<file path="src/rtl/core/assert_macros.svh">
// ----------------------------------------------------------------------------
// Assertion macros
// Shared concurrent assertion forms, clocked on clk and disabled in reset.
// ----------------------------------------------------------------------------
`ifndef ASSERT_MACROS_SVH
`define ASSERT_MACROS_SVH

// The property must hold at every clock edge outside reset.
`define ASSERT_ALWAYS(label, prop, msg) \
    label: assert property (@(posedge clk) disable iff (!rst_n) (prop)) else $error(msg);

// Whenever the antecedent holds, the consequent holds in the same cycle.
`define ASSERT_IMPLIES(label, ante, cons, msg) \
    label: assert property (@(posedge clk) disable iff (!rst_n) (ante) |-> (cons)) \
        else $error(msg);

// Whenever the antecedent holds, the consequent holds in the next cycle.
`define ASSERT_NEXT(label, ante, cons, msg) \
    label: assert property (@(posedge clk) disable iff (!rst_n) (ante) |=> (cons)) \
        else $error(msg);

`endif

</file>
<file path="src/rtl/core/asss_pkg.sv">
// ----------------------------------------------------------------------------
// Axis sequencer package
// Types and constants shared by the axis start/stop sequencer and its
// channel interfaces.
// ----------------------------------------------------------------------------
package asss_pkg;

    localparam int OPCODE_W      = 2;
    localparam int AXIS_STATE_W  = 3;
    localparam int PULSE_TICKS_W = 16;

    localparam logic [PULSE_TICKS_W-1:0] PULSE_TICKS_RESET = 16'd100;

    localparam logic [OPCODE_W-1:0] OP_TICK  = 2'd0;
    localparam logic [OPCODE_W-1:0] OP_MOVE  = 2'd1;
    localparam logic [OPCODE_W-1:0] OP_ABORT = 2'd2;

    localparam logic DIR_LEFT = 1'b0;

    typedef enum logic [AXIS_STATE_W-1:0] {
        ST_IDLE     = 3'd0,
        ST_HOME     = 3'd1,
        ST_STARTING = 3'd2,
        ST_MOVING   = 3'd3,
        ST_STOPPING = 3'd4,
        ST_ABORTING = 3'd5
    } axis_state_t;

    typedef logic [OPCODE_W-1:0] opcode_t;

    typedef struct packed {
        axis_state_t axis_state;
        logic        state_changed;
        logic        start_pulse;
        logic        stop_pulse;
        logic        dir_level;
        logic        accepted;
    } rsp_t;

endpackage

</file>
<file path="src/rtl/core/asss_cmd_if.sv">
// ----------------------------------------------------------------------------
// Axis sequencer command channel
// Valid/ready channel carrying one command transaction per handshake.
// ----------------------------------------------------------------------------
interface asss_cmd_if;
    import asss_pkg::*;

    logic    valid;
    logic    ready;
    opcode_t opcode;
    logic    direction;
    logic    end_stop;

    modport source (output valid, output opcode, output direction, output end_stop,
                    input ready);
    modport sink   (input valid, input opcode, input direction, input end_stop,
                    output ready);
endinterface

</file>
<file path="src/rtl/core/asss_rsp_if.sv">
// ----------------------------------------------------------------------------
// Axis sequencer status channel
// Valid/ready channel carrying one status transaction per handshake.
// ----------------------------------------------------------------------------
interface asss_rsp_if;
    import asss_pkg::*;

    logic                    valid;
    logic                    ready;
    logic [AXIS_STATE_W-1:0] axis_state;
    logic                    state_changed;
    logic                    start_pulse;
    logic                    stop_pulse;
    logic                    dir_level;
    logic                    accepted;

    modport source (output valid, output axis_state, output state_changed,
                    output start_pulse, output stop_pulse, output dir_level,
                    output accepted, input ready);
    modport sink   (input valid, input axis_state, input state_changed,
                    input start_pulse, input stop_pulse, input dir_level,
                    input accepted, output ready);
endinterface

</file>
<file path="src/rtl/core/axis_start_stop_sequencer.sv">
// ----------------------------------------------------------------------------
// Axis start/stop sequencer
// Steps one motor axis through idle, home, starting, moving, stopping and
// aborting, timing the start and stop command pulses in ticks.
// ----------------------------------------------------------------------------
//
//  Channel   Dir   Carries
//  -------   ---   ----------------------------------------------------------
//  cmd       in    opcode (tick / move / abort), direction, end_stop
//  rsp       out   axis_state, state_changed, start_pulse, stop_pulse,
//                  dir_level, accepted
//  cfg       in    pulse_ticks write (cfg_wr_en, cfg_wr_data)
//
//  Each command transaction is decoded as it is accepted: the axis state updates
//  at the accepting edge and its status goes to the output register, valid in
//  the next cycle. Sustained rate is one transaction per cycle while rsp is ready.
//  cmd.ready is high while the output register is empty or being drained, so
//  a stall on rsp holds back cmd only once the output register is full.
//  Reset is asynchronous, active low; pulse_ticks resets to 100.
//
module axis_start_stop_sequencer #(
    parameter int PULSE_COUNT_BITS = 16
) (
    input  logic                               clk,
    input  logic                               rst_n,
    asss_cmd_if.sink                           cmd,
    asss_rsp_if.source                         rsp,
    input  logic                               cfg_wr_en,
    input  logic [asss_pkg::PULSE_TICKS_W-1:0] cfg_wr_data
);
    import asss_pkg::*;

    localparam int CNT_W = PULSE_COUNT_BITS;
    localparam int CMP_W = (CNT_W > PULSE_TICKS_W) ? CNT_W : PULSE_TICKS_W;

    localparam logic [CNT_W-1:0] CNT_ZERO = '0;
    localparam logic [CNT_W-1:0] CNT_ONE  = CNT_W'(1);
    localparam logic [CMP_W-1:0] CNT_MAX  = CMP_W'({CNT_W{1'b1}});

    logic [PULSE_TICKS_W-1:0] pulse_ticks_reg;

    axis_state_t      mode_reg,      mode_next;
    logic             dir_reg,       dir_next;
    logic             ignore_reg,    ignore_next;
    logic [CNT_W-1:0] start_cnt_reg, start_cnt_next;
    logic [CNT_W-1:0] stop_cnt_reg,  stop_cnt_next;
    logic             accepted_next;

    logic             rsp_valid_reg;
    rsp_t             rsp_reg,       rsp_next;

    logic             fire;
    logic             busy;
    logic             rest;
    logic             blocked;
    logic [CMP_W-1:0] ticks_ext;
    logic [CNT_W-1:0] load_len;

    // Pulse length saturates when the counter is narrower than the register.
    assign ticks_ext = CMP_W'(pulse_ticks_reg);
    assign load_len  = (ticks_ext > CNT_MAX) ? CNT_MAX[CNT_W-1:0] : ticks_ext[CNT_W-1:0];

    assign cmd.ready = !rsp_valid_reg || rsp.ready;
    assign fire      = cmd.valid && cmd.ready;

    assign busy    = (start_cnt_reg != CNT_ZERO) || (stop_cnt_reg != CNT_ZERO);
    assign rest    = (mode_reg == ST_IDLE) || (mode_reg == ST_HOME);
    assign blocked = (cmd.direction == dir_reg) && ((mode_reg == ST_HOME) || cmd.end_stop);

    // Next state
    always_comb
    begin
        mode_next      = mode_reg;
        dir_next       = dir_reg;
        ignore_next    = ignore_reg;
        start_cnt_next = start_cnt_reg;
        stop_cnt_next  = stop_cnt_reg;
        accepted_next  = 1'b0;

        unique case (cmd.opcode)
            OP_TICK:
            begin
                if (start_cnt_reg != CNT_ZERO)
                begin
                    start_cnt_next = start_cnt_reg - CNT_ONE;
                end
                if (stop_cnt_reg != CNT_ZERO)
                begin
                    stop_cnt_next = stop_cnt_reg - CNT_ONE;
                end
                // Transitions wait until both pulses have run out on this tick.
                if ((start_cnt_next == CNT_ZERO) && (stop_cnt_next == CNT_ZERO))
                begin
                    if (ignore_reg && !cmd.end_stop)
                    begin
                        ignore_next = 1'b0;
                    end
                    unique case (mode_reg)
                        ST_STARTING: mode_next = ST_MOVING;
                        ST_STOPPING: mode_next = ST_HOME;
                        ST_ABORTING: mode_next = ST_IDLE;
                        ST_MOVING:
                        begin
                            if (cmd.end_stop && !ignore_next)
                            begin
                                stop_cnt_next = load_len;
                                mode_next     = ST_STOPPING;
                            end
                        end
                        default: mode_next = mode_reg;
                    endcase
                end
            end
            OP_MOVE:
            begin
                if (rest && !busy && !blocked)
                begin
                    if (cmd.end_stop)
                    begin
                        ignore_next = 1'b1;
                    end
                    dir_next       = cmd.direction;
                    start_cnt_next = load_len;
                    mode_next      = ST_STARTING;
                    accepted_next  = 1'b1;
                end
            end
            OP_ABORT:
            begin
                if ((mode_reg == ST_MOVING) && !busy)
                begin
                    stop_cnt_next = load_len;
                    mode_next     = ST_ABORTING;
                    accepted_next = 1'b1;
                end
            end
            default:
            begin
                mode_next = mode_reg;
            end
        endcase
    end

    // Outputs
    always_comb
    begin
        rsp_next.axis_state    = mode_next;
        rsp_next.state_changed = (mode_next != mode_reg);
        rsp_next.start_pulse   = (start_cnt_next != CNT_ZERO);
        rsp_next.stop_pulse    = (stop_cnt_next != CNT_ZERO);
        rsp_next.dir_level     = dir_next;
        rsp_next.accepted      = accepted_next;
    end

    always_ff @(posedge clk or negedge rst_n)
    begin
        if (!rst_n)
        begin
            pulse_ticks_reg <= PULSE_TICKS_RESET;
        end
        else if (cfg_wr_en)
        begin
            pulse_ticks_reg <= cfg_wr_data;
        end
    end

    always_ff @(posedge clk or negedge rst_n)
    begin
        if (!rst_n)
        begin
            mode_reg      <= ST_IDLE;
            dir_reg       <= DIR_LEFT;
            ignore_reg    <= 1'b0;
            start_cnt_reg <= CNT_ZERO;
            stop_cnt_reg  <= CNT_ZERO;
            rsp_valid_reg <= 1'b0;
        end
        else
        begin
            if (fire)
            begin
                mode_reg      <= mode_next;
                dir_reg       <= dir_next;
                ignore_reg    <= ignore_next;
                start_cnt_reg <= start_cnt_next;
                stop_cnt_reg  <= stop_cnt_next;
                rsp_valid_reg <= 1'b1;
            end
            else if (rsp.ready)
            begin
                rsp_valid_reg <= 1'b0;
            end
        end
    end

    always_ff @(posedge clk)
    begin
        if (fire)
        begin
            rsp_reg <= rsp_next;
        end
    end

    assign rsp.valid         = rsp_valid_reg;
    assign rsp.axis_state    = rsp_reg.axis_state;
    assign rsp.state_changed = rsp_reg.state_changed;
    assign rsp.start_pulse   = rsp_reg.start_pulse;
    assign rsp.stop_pulse    = rsp_reg.stop_pulse;
    assign rsp.dir_level     = rsp_reg.dir_level;
    assign rsp.accepted      = rsp_reg.accepted;

`include "assert_macros.svh"

    `ASSERT_ALWAYS(a_one_pulse, !((start_cnt_reg != CNT_ZERO) && (stop_cnt_reg != CNT_ZERO)), "start and stop pulses overlap")
    `ASSERT_IMPLIES(a_start_in_starting, start_cnt_reg != CNT_ZERO, mode_reg == ST_STARTING, "start pulse outside starting")
    `ASSERT_IMPLIES(a_stop_in_stopping, stop_cnt_reg != CNT_ZERO, (mode_reg == ST_STOPPING) || (mode_reg == ST_ABORTING), "stop pulse outside stopping or aborting")
    `ASSERT_NEXT(a_accept_moves, fire && accepted_next, (mode_reg == ST_STARTING) || (mode_reg == ST_ABORTING), "accepted request left no start or abort")

endmodule

</file>
<file path="src/flat_wrapper.sv">
// flat-port wrapper written by rule: the top's interface ports become plain ports
module axis_start_stop_sequencer_flat import asss_pkg::*;
#(
    parameter int PULSE_COUNT_BITS = 16
)
  (clk, rst_n, cfg_wr_en, cfg_wr_data, cmd_valid, cmd_opcode, cmd_direction, cmd_end_stop, cmd_ready, rsp_valid, rsp_axis_state, rsp_state_changed, rsp_start_pulse, rsp_stop_pulse, rsp_dir_level, rsp_accepted, rsp_ready);
  asss_cmd_if cmd_i ();
  asss_rsp_if rsp_i ();
  input  logic clk;
  input  logic rst_n;
  input  logic cfg_wr_en;
  input  logic [asss_pkg::PULSE_TICKS_W-1:0] cfg_wr_data;
  input wire logic [$bits(cmd_i.valid)-1:0] cmd_valid;
  input wire logic [$bits(cmd_i.opcode)-1:0] cmd_opcode;
  input wire logic [$bits(cmd_i.direction)-1:0] cmd_direction;
  input wire logic [$bits(cmd_i.end_stop)-1:0] cmd_end_stop;
  output wire logic [$bits(cmd_i.ready)-1:0] cmd_ready;
  output wire logic [$bits(rsp_i.valid)-1:0] rsp_valid;
  output wire logic [$bits(rsp_i.axis_state)-1:0] rsp_axis_state;
  output wire logic [$bits(rsp_i.state_changed)-1:0] rsp_state_changed;
  output wire logic [$bits(rsp_i.start_pulse)-1:0] rsp_start_pulse;
  output wire logic [$bits(rsp_i.stop_pulse)-1:0] rsp_stop_pulse;
  output wire logic [$bits(rsp_i.dir_level)-1:0] rsp_dir_level;
  output wire logic [$bits(rsp_i.accepted)-1:0] rsp_accepted;
  input wire logic [$bits(rsp_i.ready)-1:0] rsp_ready;
  assign cmd_i.valid = cmd_valid;
  assign cmd_i.opcode = cmd_opcode;
  assign cmd_i.direction = cmd_direction;
  assign cmd_i.end_stop = cmd_end_stop;
  assign cmd_ready = cmd_i.ready;
  assign rsp_valid = rsp_i.valid;
  assign rsp_axis_state = rsp_i.axis_state;
  assign rsp_state_changed = rsp_i.state_changed;
  assign rsp_start_pulse = rsp_i.start_pulse;
  assign rsp_stop_pulse = rsp_i.stop_pulse;
  assign rsp_dir_level = rsp_i.dir_level;
  assign rsp_accepted = rsp_i.accepted;
  assign rsp_i.ready = rsp_ready;
  axis_start_stop_sequencer #(.PULSE_COUNT_BITS(PULSE_COUNT_BITS)) u_core (.clk(clk), .rst_n(rst_n), .cmd(cmd_i), .rsp(rsp_i), .cfg_wr_en(cfg_wr_en), .cfg_wr_data(cfg_wr_data));
endmodule
</file>
<file path="config.mk">
export PLATFORM = sky130hd
export DESIGN_NAME = axis_start_stop_sequencer_flat
export DESIGN_NICKNAME = d
export VERILOG_FILES = /design/src/rtl/core/asss_pkg.sv /design/src/rtl/core/asss_cmd_if.sv /design/src/rtl/core/asss_rsp_if.sv /design/src/rtl/core/axis_start_stop_sequencer.sv /design/src/flat_wrapper.sv
export VERILOG_INCLUDE_DIRS = /design/src /design/src/rtl/core
export SDC_FILE = /design/constraint.sdc
export NUM_CORES = 1
export LEC_CHECK = 0
export BUFFER_PORTS_ARGS = -buffer_cell sky130_fd_sc_hd__clkbuf_2
export CAP_MARGIN = 20
export CORE_MARGIN = 2
export CORE_UTILIZATION = 46
export CTS_BUF_LIST = sky130_fd_sc_hd__clkbuf_16
export DETAILED_ROUTE_END_ITERATION = 10
export SLEW_MARGIN = 20
export SYNTH_ARGS = -nofsm -noshare
export SYNTH_HDL_FRONTEND = slang
export SYNTH_SLANG_ARGS = --single-unit
</file>
<file path="constraint.sdc">
create_clock -name clk -period 8.87 [get_ports clk]
set_clock_uncertainty 0.15 [all_clocks]
set_input_delay 2.2175 -clock clk [delete_from_list [all_inputs] [get_ports clk]]
set_output_delay 2.2175 -clock clk [all_outputs]
set_load 0.1 [all_outputs]
</file>
Word level (Yosys, flattened, before mapping):

Cells that the tools add are included.

* $add $sub $neg: 2
* multipliers: 0
* divide/modulo/power cells: 0
* $lt $le $gt $ge: 1
* equal/unequal tests: 12
* shift operators: 0
* mux-type cells: 32
* bitwise operators: 0
* reduce and logical (&&, ||, !) cells: 28

Operators by type and width (number)
* 16-bit 2-to-1 mux: 10
* 16-bit one-hot mux with 2 select lines: 2
* 16-bit nonzero test: 4
* 16-bit logical NOT: 2
* 16-bit by 1-bit subtractor with 16-bit output, second input constant: 2
* 16-bit greater-than comparator, second input constant: 1
* 1-bit 2-to-1 mux: 12
* 3-bit 2-to-1 mux: 4
* 3-bit one-hot mux with 4 select lines: 1
* 3-bit one-hot mux with 3 select lines: 1
* 1-bit logical AND: 8
* 3-bit by 2-bit equality test with 1-bit output, second input constant: 2
* 3-bit equality test, second input constant: 2
* 1-bit logical NOT: 5
* 5-bit AND reduction: 1
* 1-bit logical OR: 4
* 2-bit by 1-bit != test with 1-bit output, second input constant: 2
* 1-bit one-hot mux with 2 select lines: 2
* 2-bit nonzero test: 2
* 3-bit by 1-bit equality test with 1-bit output, second input constant: 1
* 3-bit logical NOT: 1
* 3-bit != test: 1
* 2-bit by 1-bit equality test with 1-bit output, second input constant: 1
* 2-bit equality test, second input constant: 1
* 3 further kinds: 3

* bits in registers: 62
* latch bits: 0
* RAM bits: 0
* memory bits (read-only): 0
* output and inout bits: 10
* logic and storage cells: 88
* memories kept: 0

Depth between registers and ports, before layout:

Gate-level depths: netlist (run 1).

* word-level depth: 14
* mapped depth: 14
* gate-level depth less buffers: 11

Least setup slack after synthesis (run 1):

No wires, ideal clock.

* path type: input to output
* from: input port rsp_ready
* to: output port cmd_ready
* arrival: 3.003 ns
* slack: 3.500 ns
* stages on the path: 1
* buffers on the path: 0
* cell sequence: nand2b_1

* word-level cells in the longest chain between the ends: 1

RTL lines
* start, declared: RTL line flat_wrapper.sv:25 `input wire logic [$bits(rsp_i.ready)-1:0] rsp_ready;`
* 1-bit logical OR: RTL line axis_start_stop_sequencer.sv:63 `assign cmd.ready = !rsp_valid_reg || rsp.ready;`
* end, declared: RTL line flat_wrapper.sv:17 `output wire logic [$bits(cmd_i.ready)-1:0] cmd_ready;`

No other way between the ends.

Final worst setup path (run 1):

Same ends and word-level chain as after synthesis.

==> results of run 1 <==
[power by group through the flow]
stage	registers [mW]	logic, mW	clock network, mW
after floorplan	0.439	0.480	0
after global placement	0.505	0.558	0
after detailed placement	0.505	0.564	0
after CTS	0.500	0.568	0.346
after global routing	0.517	0.640	0.359
final	0.505	0.575	0.339
[worst max-delay path, delay by kind of cell]
kind | cells | cell delay, ns
buffers and inverters | 2 | 0.54
and+or+nand+nor | 1 | 0.12
[area by class of cell]
cell class	count	area, um^2	share of cell area [%]
tap	133	166.4	3.210
inverter	13	48.80	0.9413
timing repair buffer	41	222.7	4.296
clock buffer	9	225.2	4.345
sequential	62	1595	30.77
multi-input combinational	446	2867	55.30
clock inverter	7	58.81	1.134
[cells in the final DEF (no fill, tap or decap), types with 9 or more instances in the layout]
| cell type | instances |
|---|---|
| nor3_1 | 20 |
| a21oi_1 | 28 |
| dfrtp_1 | 51 |
| a31oi_1 | 14 |
| nand2_1 | 61 |
| o21ai_0 | 31 |
| nand4_1 | 14 |
| nor2_1 | 48 |
| clkbuf_16 | 9 |
| nor4_1 | 15 |
| or3_1 | 13 |
| mux2_2 | 17 |
| inv_1 | 14 |
| o21ai_1 | 12 |
| nand3_1 | 12 |
| clkbuf_2 | 34 |
| or4_1 | 9 |
| a22o_1 | 10 |
[path summary, 6_finish.rpt]
check	start	to	slack, ns
hold reg to reg	u_core.rsp.valid$_DFFE_PN0P_	u_core.rsp.valid$_DFFE_PN0P_	0.39
min in group asynchronous	rst_n	u_core.stop_cnt_reg[11]$_DFFE_PN0P_	1.86
setup reg to reg	u_core.stop_cnt_reg[1]$_DFFE_PN0P_	u_core.rsp.start_pulse$_DFFE_PP_	3.87
setup / recovery	rsp_ready	cmd_ready	3.63
hold / removal	u_core.rsp.valid$_DFFE_PN0P_	u_core.rsp.valid$_DFFE_PN0P_	0.39
max in group asynchronous	rst_n	u_core.ignore_reg$_DFFE_PN0P_	6.26
[cell families (layout without fill, tap and decap cells)]
| group | Yosys count | in the layout | share of synthesized area, % |
|---|---|---|---|
| AOI/OAI and AO/OA | 161 | 161 | 22.93 |
| xor gates and xnor gates | 7 | 7 | 1.457 |
| adders and majority gates | 7 | 7 | 1.854 |
| buffers and inverters | 60 | 70 | 5.561 |
| DFF | 62 | 62 | 33.77 |
| muxes | 24 | 24 | 5.588 |
| and+or+nand+nor | 247 | 247 | 28.84 |
[metal layers]
metal	vias up	part of all wire (%)	GRT usage, %
li1	2173	-	-
met1	2241	45	38.13
met2	178	45	40.32
met3	35	7.1	4.700
met4	0	3.2	12.19
met5	-	0	0
[per-stage QoR]
stage / std cells / instance area (um^2)
after floorplan: 568 / 4725
after global placement: 694 / 4892
after detailed placement: 694 / 4892
after CTS: 710 / 5176
after global routing: 711 / 5184
final: 711 / 5184
==> metrics, run 1 <==
Seq pwr share 35.6%; pins over their slew limit 0; total power 1.419 mW; Net Sw Frac 43.35%; first-pass GRT wire length 23410 um; Worst EP required roughly 6.5 ns; HPWL after DPL 10370 um; Die Wd 105.3 um; slowest cell on the critical path clkbuf_2; Initial DRC Count 371; Sink Count 62; Worst setup SP type input pin; DIE HEIGHT 105.3 um; Total Wirelength 14300 um; Gate power share roughly two fifths; CTS resizes 0; share of cells above drive strength 1 15.40%; Worst R2R Path Depth 10; DRC 0; CP Capture Type output pin; core region area 9864 um^2; peak supply drop 127.9 uV; input/output buffers 34; Routed Antenna Nets 0; worst skew pair latency ~0.34 ns; Hold Buf Count CTS 0; unrepaired setup endpoints after global routing false; top post-synthesis cells by count nand2_1, dfrtp_1, nor2_1, clkbuf_1, o21ai_0; setup tns final 0 ns; CP Data Arrival Time roughly 2.9 ns; worst-path maximum fanout 3; power per cell area roughly 270 nW/um^2; Fin Hold WS 0.3936 ns; worst-path cell chain clkbuf_2, nand2b_1, clkbuf_2; Post-synth top flop dfrtp_1; vias per cell 6.508; initial antenna violation count 0; CTS Buffer Depth 2; final period utilization 59.13%; CTS tree done; P_sw 615.1 uW; cell count of the worst hold path 2; final core utilization 52.55%; grt ovf 0; endpoints failing hold 0; async set-or-reset flop fraction in the synthesized netlist 87.10%; post-synth top area share 27.01%; initial core utilization between 40 and 50%; Yosys reg bits 62; worst-margin pin slew 1.088 ns; yosys warns 0; CTS Root Cell clkbuf_16; area grow syn2layout 9.719%; Area contributors post-synth dfrtp_1, edfxtp_1, nand2_1, mux2_2, nor2_1; Ant. Diodes 0; gr usage total roughly 27%; most frequent CP cell clkbuf_2; layout filler cell count 954; Final setup viols 0; post-route setup slack 3.625 ns; slew margin rel. 27.43%; final net count about 610; H-tree depth 3; f_max 0.1907 GHz; critical path's largest stage delay 0.47 ns; synth unique cells 76; die footprint roughly 11000 um^2; Synth area leader dfrtp_1; Post-CTS Setup Inserts 0; Clk pwr share 23.9%; class of the worst hold path reg2reg; vias in the first global route 4290; Syn Inst Count 568; count leader, synth nand2_1; number of clock buffers inserted by TritonCTS 9; dpl ws approximately 3.6 ns; Via Count 4627; syn avg cell area slightly above 8 um^2; Post-synth EDFFs 8; row count 36; Int Power 803.9 uW; io pins 35; fin crit period 5.245 ns; cell area after synthesis roughly 4700 um^2; CP Class in2out; maxcap violations 0; GPL Wtd Cong 0.9280; DR WL/cell ~20 um; largest net degree at the start of global routing between 50 and 60; status finished, final reports clean; CTS clock-pin slew for the worst setup and hold paths 0.05 ns; drt pass-1 iters 5; Leak 2.028 nW; sequential element share of the synthesized area 33.77%; synthesized net count 600
Note: power is estimated with default switching activity, not from simulation.
==> run 2, diff against run 1 <==
==> constraint.sdc (replaced) <==
create_clock -name clk -period 5.3 [get_ports clk]
set_clock_uncertainty 0.15 [all_clocks]
set_input_delay 1.325 -clock clk [delete_from_list [all_inputs] [get_ports clk]]
set_output_delay 1.325 -clock clk [all_outputs]
set_load 0.1 [all_outputs]
==> metrics, run 2 (synthesis gave the netlist of run 1 again) <==
status finished, final reports clean; most frequent cells in the layout nand2_1, dfrtp_1, nor2_1, clkbuf_2, o21ai_0; vias in the first global route 4252 (-0.89%); Initial DRC Count 279 (-25%); input/output buffers 34 (unchanged); worst-margin pin slew 0.8566 ns (-0.2319 ns); CP Data Arrival Time 4.50 ns (+1.62 ns); die footprint 11100 um^2 (unchanged); initial core utilization 47.89% (unchanged); Gate power share 39.9% (-0.6 points); Finished Layout Cells 714 (+0.42%); pins over their slew limit 0 (unchanged); maxcap violations 0 (unchanged); worst-path maximum fanout 10 (+7); endpoints failing hold 0 (unchanged); final net count 608 (+0.50%); Final setup viols 0 (unchanged); final period utilization 83.77%; first-pass GRT wire length 23400 um (about the same); Sequential Area 1595 um^2 (unchanged); Post-CTS Setup Inserts 0 (unchanged); slowest cell on the critical path or4b_1; initial antenna violation count 0 (unchanged); unrepaired setup endpoints after global routing false; CTS Root Cell clkbuf_16; Sink Count 62 (unchanged); Cell Area, Placed 4915 um^2 (+0.46%); power per cell area 457.4 nW/um^2 (+67%); slew margin rel. 42.37% (+15 points); Multi-input gate area 2867 um^2 (unchanged); peak supply drop 370.2 uV (+190%); fin crit period 4.440 ns; post-route cell area 5224 um^2 (+0.77%); GPL Wtd Cong 1.011 (+8.9%); Clk pwr share 24.8% (+0.9 points); DIE HEIGHT 105.3 um (unchanged); CP Class reg2reg; commonest non-fill, non-tap cell in the layout nand2_1; Hold Buf Count CTS 0 (unchanged); Worst setup SP type flip-flop; P_sw 1.024 mW (+67%); most frequent CP cell or4b_1; worst skew pair latency 0.34 ns (about the same); Fin Hold WS 0.3975 ns (+0.003872 ns); family with the most delay on the worst path simple AND/OR/NAND/NOR gates; Via Count 4616 (-0.24%); core region area 9864 um^2 (unchanged); Leak 2.056 nW (+1.4%); vias per cell 6.465 (-0.66%); setup tns final 0 ns (unchanged); layout filler cell count 927 (-2.8%); Ant. Diodes 0 (unchanged); worst-path cell chain inv_1, ha_1, or4b_1, or4b_1, xnor2_2, or4b_4, nor4_4, and2_1, a31oi_1, o211a_1, nand4_1; area grow syn2layout 10.57%; row count 36 (unchanged); Inst Count DP 697 (+0.43%); CTS tree done; class of the worst hold path reg2reg; gr usage total 27.07% (+0.053 points); CTS clock-pin slew for the worst setup and hold paths 0.05 ns (about the same); Worst EP required 5.36 ns (-1.14 ns); CP Capture Type flip-flop; share of cells above drive strength 1 15.83% (+0.44 points); largest net degree at the start of global routing 55 (unchanged); Seq pwr share 35.3% (-0.3 points); CTS Buffer Depth 2 (unchanged); critical path's largest stage delay 0.76 ns (+0.29 ns); DRC 0 (unchanged); Int Power 1.365 mW (+70%); HPWL after DPL 10690 um (+3.1%); CTS resizes 0 (unchanged); Net Sw Frac 42.87% (-0.48 points); Die Wd 105.3 um (unchanged); number of clock buffers inserted by TritonCTS 9 (unchanged); io pins 35 (unchanged); grt ovf 0 (unchanged); DR WL/cell 20.39 um (+1.4%); Routed Antenna Nets 0 (unchanged); f_max 0.2252 GHz; WP buf/inv 1 (-1); H-tree depth 3 (unchanged); Total Wirelength 14560 um (+1.8%); drt pass-1 iters 5 (unchanged)
==> run 2: cell count changes in the layout (fill, tap and decap cells not counted) <==
cell / previous run / this run
buf_4: 6 / 9
clkbuf_16: 9 / 10
clkinvlp_4: 1 / 0
==> run 2: per-layer routing <==
layer | GRT usage [%] | share of wire, % | vias up
met5 | 0 | 0 | -
met4 | 11.05 | 2.8 | 0
met3 | 6.122 | 6.5 | 32
met2 | 41.66 | 46 | 194
met1 | 36.68 | 45 | 2231
li1 | - | - | 2159
==> run 2: power by group through the flow <==
| stage | sequential [mW] | combinational [mW] | clock (mW) |
|---|---|---|---|
| after floorplan | 0.734 | 0.803 | 0 |
| after global placement | 0.841 | 0.935 | 0 |
| after detailed placement | 0.837 | 0.936 | 0 |
| after CTS | 0.831 | 0.941 | 0.604 |
| after global routing | 0.865 | 1.06 | 0.626 |
| final | 0.843 | 0.954 | 0.592 |
==> run 2: worst paths after layout <==
check                                                   start                                   to  slack, ns  cells past startpoint
setup / recovery           u_core.stop_cnt_reg[1]$_DFFE_PN0P_      u_core.rsp.stop_pulse$_DFFE_PP_       0.86                     11
hold / removal                  u_core.ignore_reg$_DFFE_PN0P_        u_core.ignore_reg$_DFFE_PN0P_       0.40                      2
setup reg to reg           u_core.stop_cnt_reg[1]$_DFFE_PN0P_      u_core.rsp.stop_pulse$_DFFE_PP_       0.86                     11
hold reg to reg                 u_core.ignore_reg$_DFFE_PN0P_        u_core.ignore_reg$_DFFE_PN0P_       0.40                      2
max in group asynchronous                               rst_n  u_core.start_cnt_reg[1]$_DFFE_PN0P_       3.58                      2
min in group asynchronous                               rst_n  u_core.stop_cnt_reg[14]$_DFFE_PN0P_       0.97                      2
==> run 2: tightest hold or removal path, delay by kind of cell (launching register included) <==
kind / cells / cell delay [ns]
AND/OR/NAND/NOR: 1 / 0.10
AO/OA/AOI/OAI: 1 / 0.05
flip-flops: 1 / 0.35
==> run 2: metrics by stage <==
| stage | utilization (%) | power (mW) | worst slack, ns |
|---|---|---|---|
| floorplan | - | 1.537 | 1.450 |
| global placement | 49.82 | 1.776 | 1.040 |
| detailed placement | 49.82 | 1.773 | 0.9655 |
| CTS | 52.88 | 2.377 | 0.9435 |
| global route | 52.96 | 2.545 | 0.6742 |
| finish | 52.96 | 2.389 | 0.8604 |
==> run 2: final cells by class <==
type / count / area share (%)
clock buffer: 10 / 4.790
clock inverter: 6 / 0.9820
inverter: 13 / 0.9341
multi-input combinational: 446 / 54.87
sequential: 62 / 30.54
tap: 133 / 3.186
timing repair buffer: 44 / 4.695
==> run 3, diff against run 2 <==
==> constraint.sdc (replaced) <==
create_clock -name clk -period 4.62 [get_ports clk]
set_clock_uncertainty 0.15 [all_clocks]
set_input_delay 1.155 -clock clk [delete_from_list [all_inputs] [get_ports clk]]
set_output_delay 1.155 -clock clk [all_outputs]
set_load 0.1 [all_outputs]
==> metrics, run 3 (synthesis gave the netlist of run 1 again) <==
status finished, final reports clean; fin crit period 4.291 ns (-0.1484 ns); total power 2.733 mW (+14%); CP Data Arrival Time 4.21 ns (-0.29 ns); Initial DRC Count 325 (+16%); DIE HEIGHT 105.3 um (unchanged); vias per cell 6.438 (-0.41%); critical path's largest stage delay 0.77 ns (about the same); Leak 2.079 nW (+1.1%); worst-path maximum fanout 9 (-1); vias in the first global route 4442 (+4.5%); largest net degree at the start of global routing 42 (-24%); class of the worst hold path reg2reg; grt ovf 0 (unchanged); Die Wd 105.3 um (unchanged); CTS resizes 0 (unchanged); power per cell area 520.8 nW/um^2 (+14%); peak supply drop 267.8 uV (-28%); drt pass-1 iters 7 (+2); setup tns final 0 ns (unchanged); CTS Root Cell clkbuf_16; commonest non-fill, non-tap cell in the layout nand2_1; maxcap violations 0 (unchanged); Via Count 4655 (+0.84%); Hold Buf Count CTS 0 (unchanged); Worst EP required 4.54 ns (-0.82 ns); input/output buffers 34 (unchanged); HPWL after DPL 11080 um (+3.7%); f_max 0.2330 GHz (+3.5%); worst-path cell chain inv_1, ha_1, or4b_1, or4b_1, or3_1, mux2_1, a221oi_2, nand4_1, nor4bb_1, nand4_1; first-pass GRT wire length 24560 um (+5.0%); DR WL/cell 20.62 um (+1.1%); layout filler cell count 919 (-0.86%); CTS tree done; row count 36 (unchanged); Post-CTS Setup Inserts 0 (unchanged); Total Wirelength 14910 um (+2.4%); DRC 0 (unchanged); most frequent cells in the layout nand2_1, dfrtp_1, nor2_1, clkbuf_2, o21ai_0; CTS Buffer Depth 2 (unchanged); GPL Wtd Cong 0.9324 (-7.8%); final net count 617 (+1.5%); share of cells above drive strength 1 17.29% (+1.5 points); CP Class reg2reg; slew margin rel. 48.22% (+5.9 points); initial core utilization 47.89% (unchanged); endpoints failing hold 0 (unchanged); Final setup viols 0 (unchanged); Routed Antenna Nets 0 (unchanged); final period utilization 92.88% (+9.1 points); H-tree depth 3 (unchanged); Inst Count DP 707 (+1.4%); final core utilization 53.20% (+0.24 points); worst-margin pin slew 0.7715 ns (-0.08506 ns); Ant. Diodes 0 (unchanged); slowest cell on the critical path or4b_1; die footprint 11100 um^2 (unchanged); Sink Count 62 (unchanged); area grow syn2layout 11.07%; pins over their slew limit 0 (unchanged); io pins 35 (unchanged); worst skew pair latency 0.34 ns (about the same); initial antenna violation count 0 (unchanged); CTS clock-pin slew for the worst setup and hold paths 0.05 ns (about the same); core region area 9864 um^2 (unchanged); Finished Layout Cells 723 (+1.3%); Worst setup SP type flip-flop; number of clock buffers inserted by TritonCTS 9 (unchanged); CP Capture Type flip-flop; gr usage total 28.21% (+1.1 points); unrepaired setup endpoints after global routing false
run 3: changes by cell type in the layout (fill, tap and decap cells not counted), sizes merged:
cell,delta
clkbuf,-2
buf,+10
clkinv,+3
bufinv,-1
inv,-1
run 3: worst max-delay path: cells and delay by family (launching register included):
| family | cells | cell delay (ns) |
|---|---|---|
| compound gates | 1 | 0.37 |
| fa+ha+maj | 1 | 0.17 |
| buf+inv | 1 | 0.13 |
| flops | 1 | 0.48 |
| mux | 1 | 0.36 |
| simple gates | 6 | 2.37 |
run 3: area by class of cell:
| class | instances | area, um^2 | share of cell area, % |
|---|---|---|---|
| well taps | 133 | 166.4 | 3.171 |
| clock inverters | 7 | 32.53 | 0.6199 |
| multi-input cells | 446 | 2867 | 54.63 |
| flip-flops and latches | 62 | 1595 | 30.40 |
| clock buffers | 9 | 225.2 | 4.292 |
| inverters | 13 | 48.80 | 0.9299 |
| repair buffers | 53 | 312.8 | 5.961 |
run 3: path summary, 6_finish.rpt:
check / startpoint / end / slack, ns / cells after the start
min: u_core.ignore_reg$_DFFE_PN0P_ / u_core.ignore_reg$_DFFE_PN0P_ / 0.39 / 2
max: u_core.stop_cnt_reg[0]$_DFFE_PN0P_ / u_core.rsp.stop_pulse$_DFFE_PP_ / 0.33 / 10
max reg2reg: u_core.stop_cnt_reg[0]$_DFFE_PN0P_ / u_core.rsp.stop_pulse$_DFFE_PP_ / 0.33 / 10
max in group asynchronous: rst_n / u_core.mode_reg[0]$_DFFE_PN0P_ / 2.81 / 2
min in group asynchronous: rst_n / u_core.stop_cnt_reg[14]$_DFFE_PN0P_ / 0.66 / 1
min reg2reg: u_core.ignore_reg$_DFFE_PN0P_ / u_core.ignore_reg$_DFFE_PN0P_ / 0.39 / 2
run 3: per-stage QoR:
stage | instance area [um^2] | hold WS (ns) | setup WS (ns)
after floorplan | 4725 | 0.3405 | 0.7696
after global placement | 4990 | 0.3644 | 0.4897
after detailed placement | 4990 | 0.3857 | 0.4559
after CTS | 5248 | 0.3976 | 0.4277
after global routing | 5248 | 0.4250 | 0.1832
final | 5248 | 0.3923 | 0.3288
run 3: report_power, final:
part	switching [mW]	internal, mW
logic	0.689	0.483
registers	0.272	0.684
clock network	0.252	0.353
total	1.21	1.52
run 3: layer usage:
| metal | wire, um | part of all wire (%) | GRT usage, % |
|---|---|---|---|
| met5 | 0 | 0 | 0 |
| met3 | 1040 | 7.0 | 4.205 |
| met2 | 6671 | 45 | 43.18 |
| met4 | 524 | 3.5 | 12.95 |
| met1 | 6669 | 45 | 39.22 |
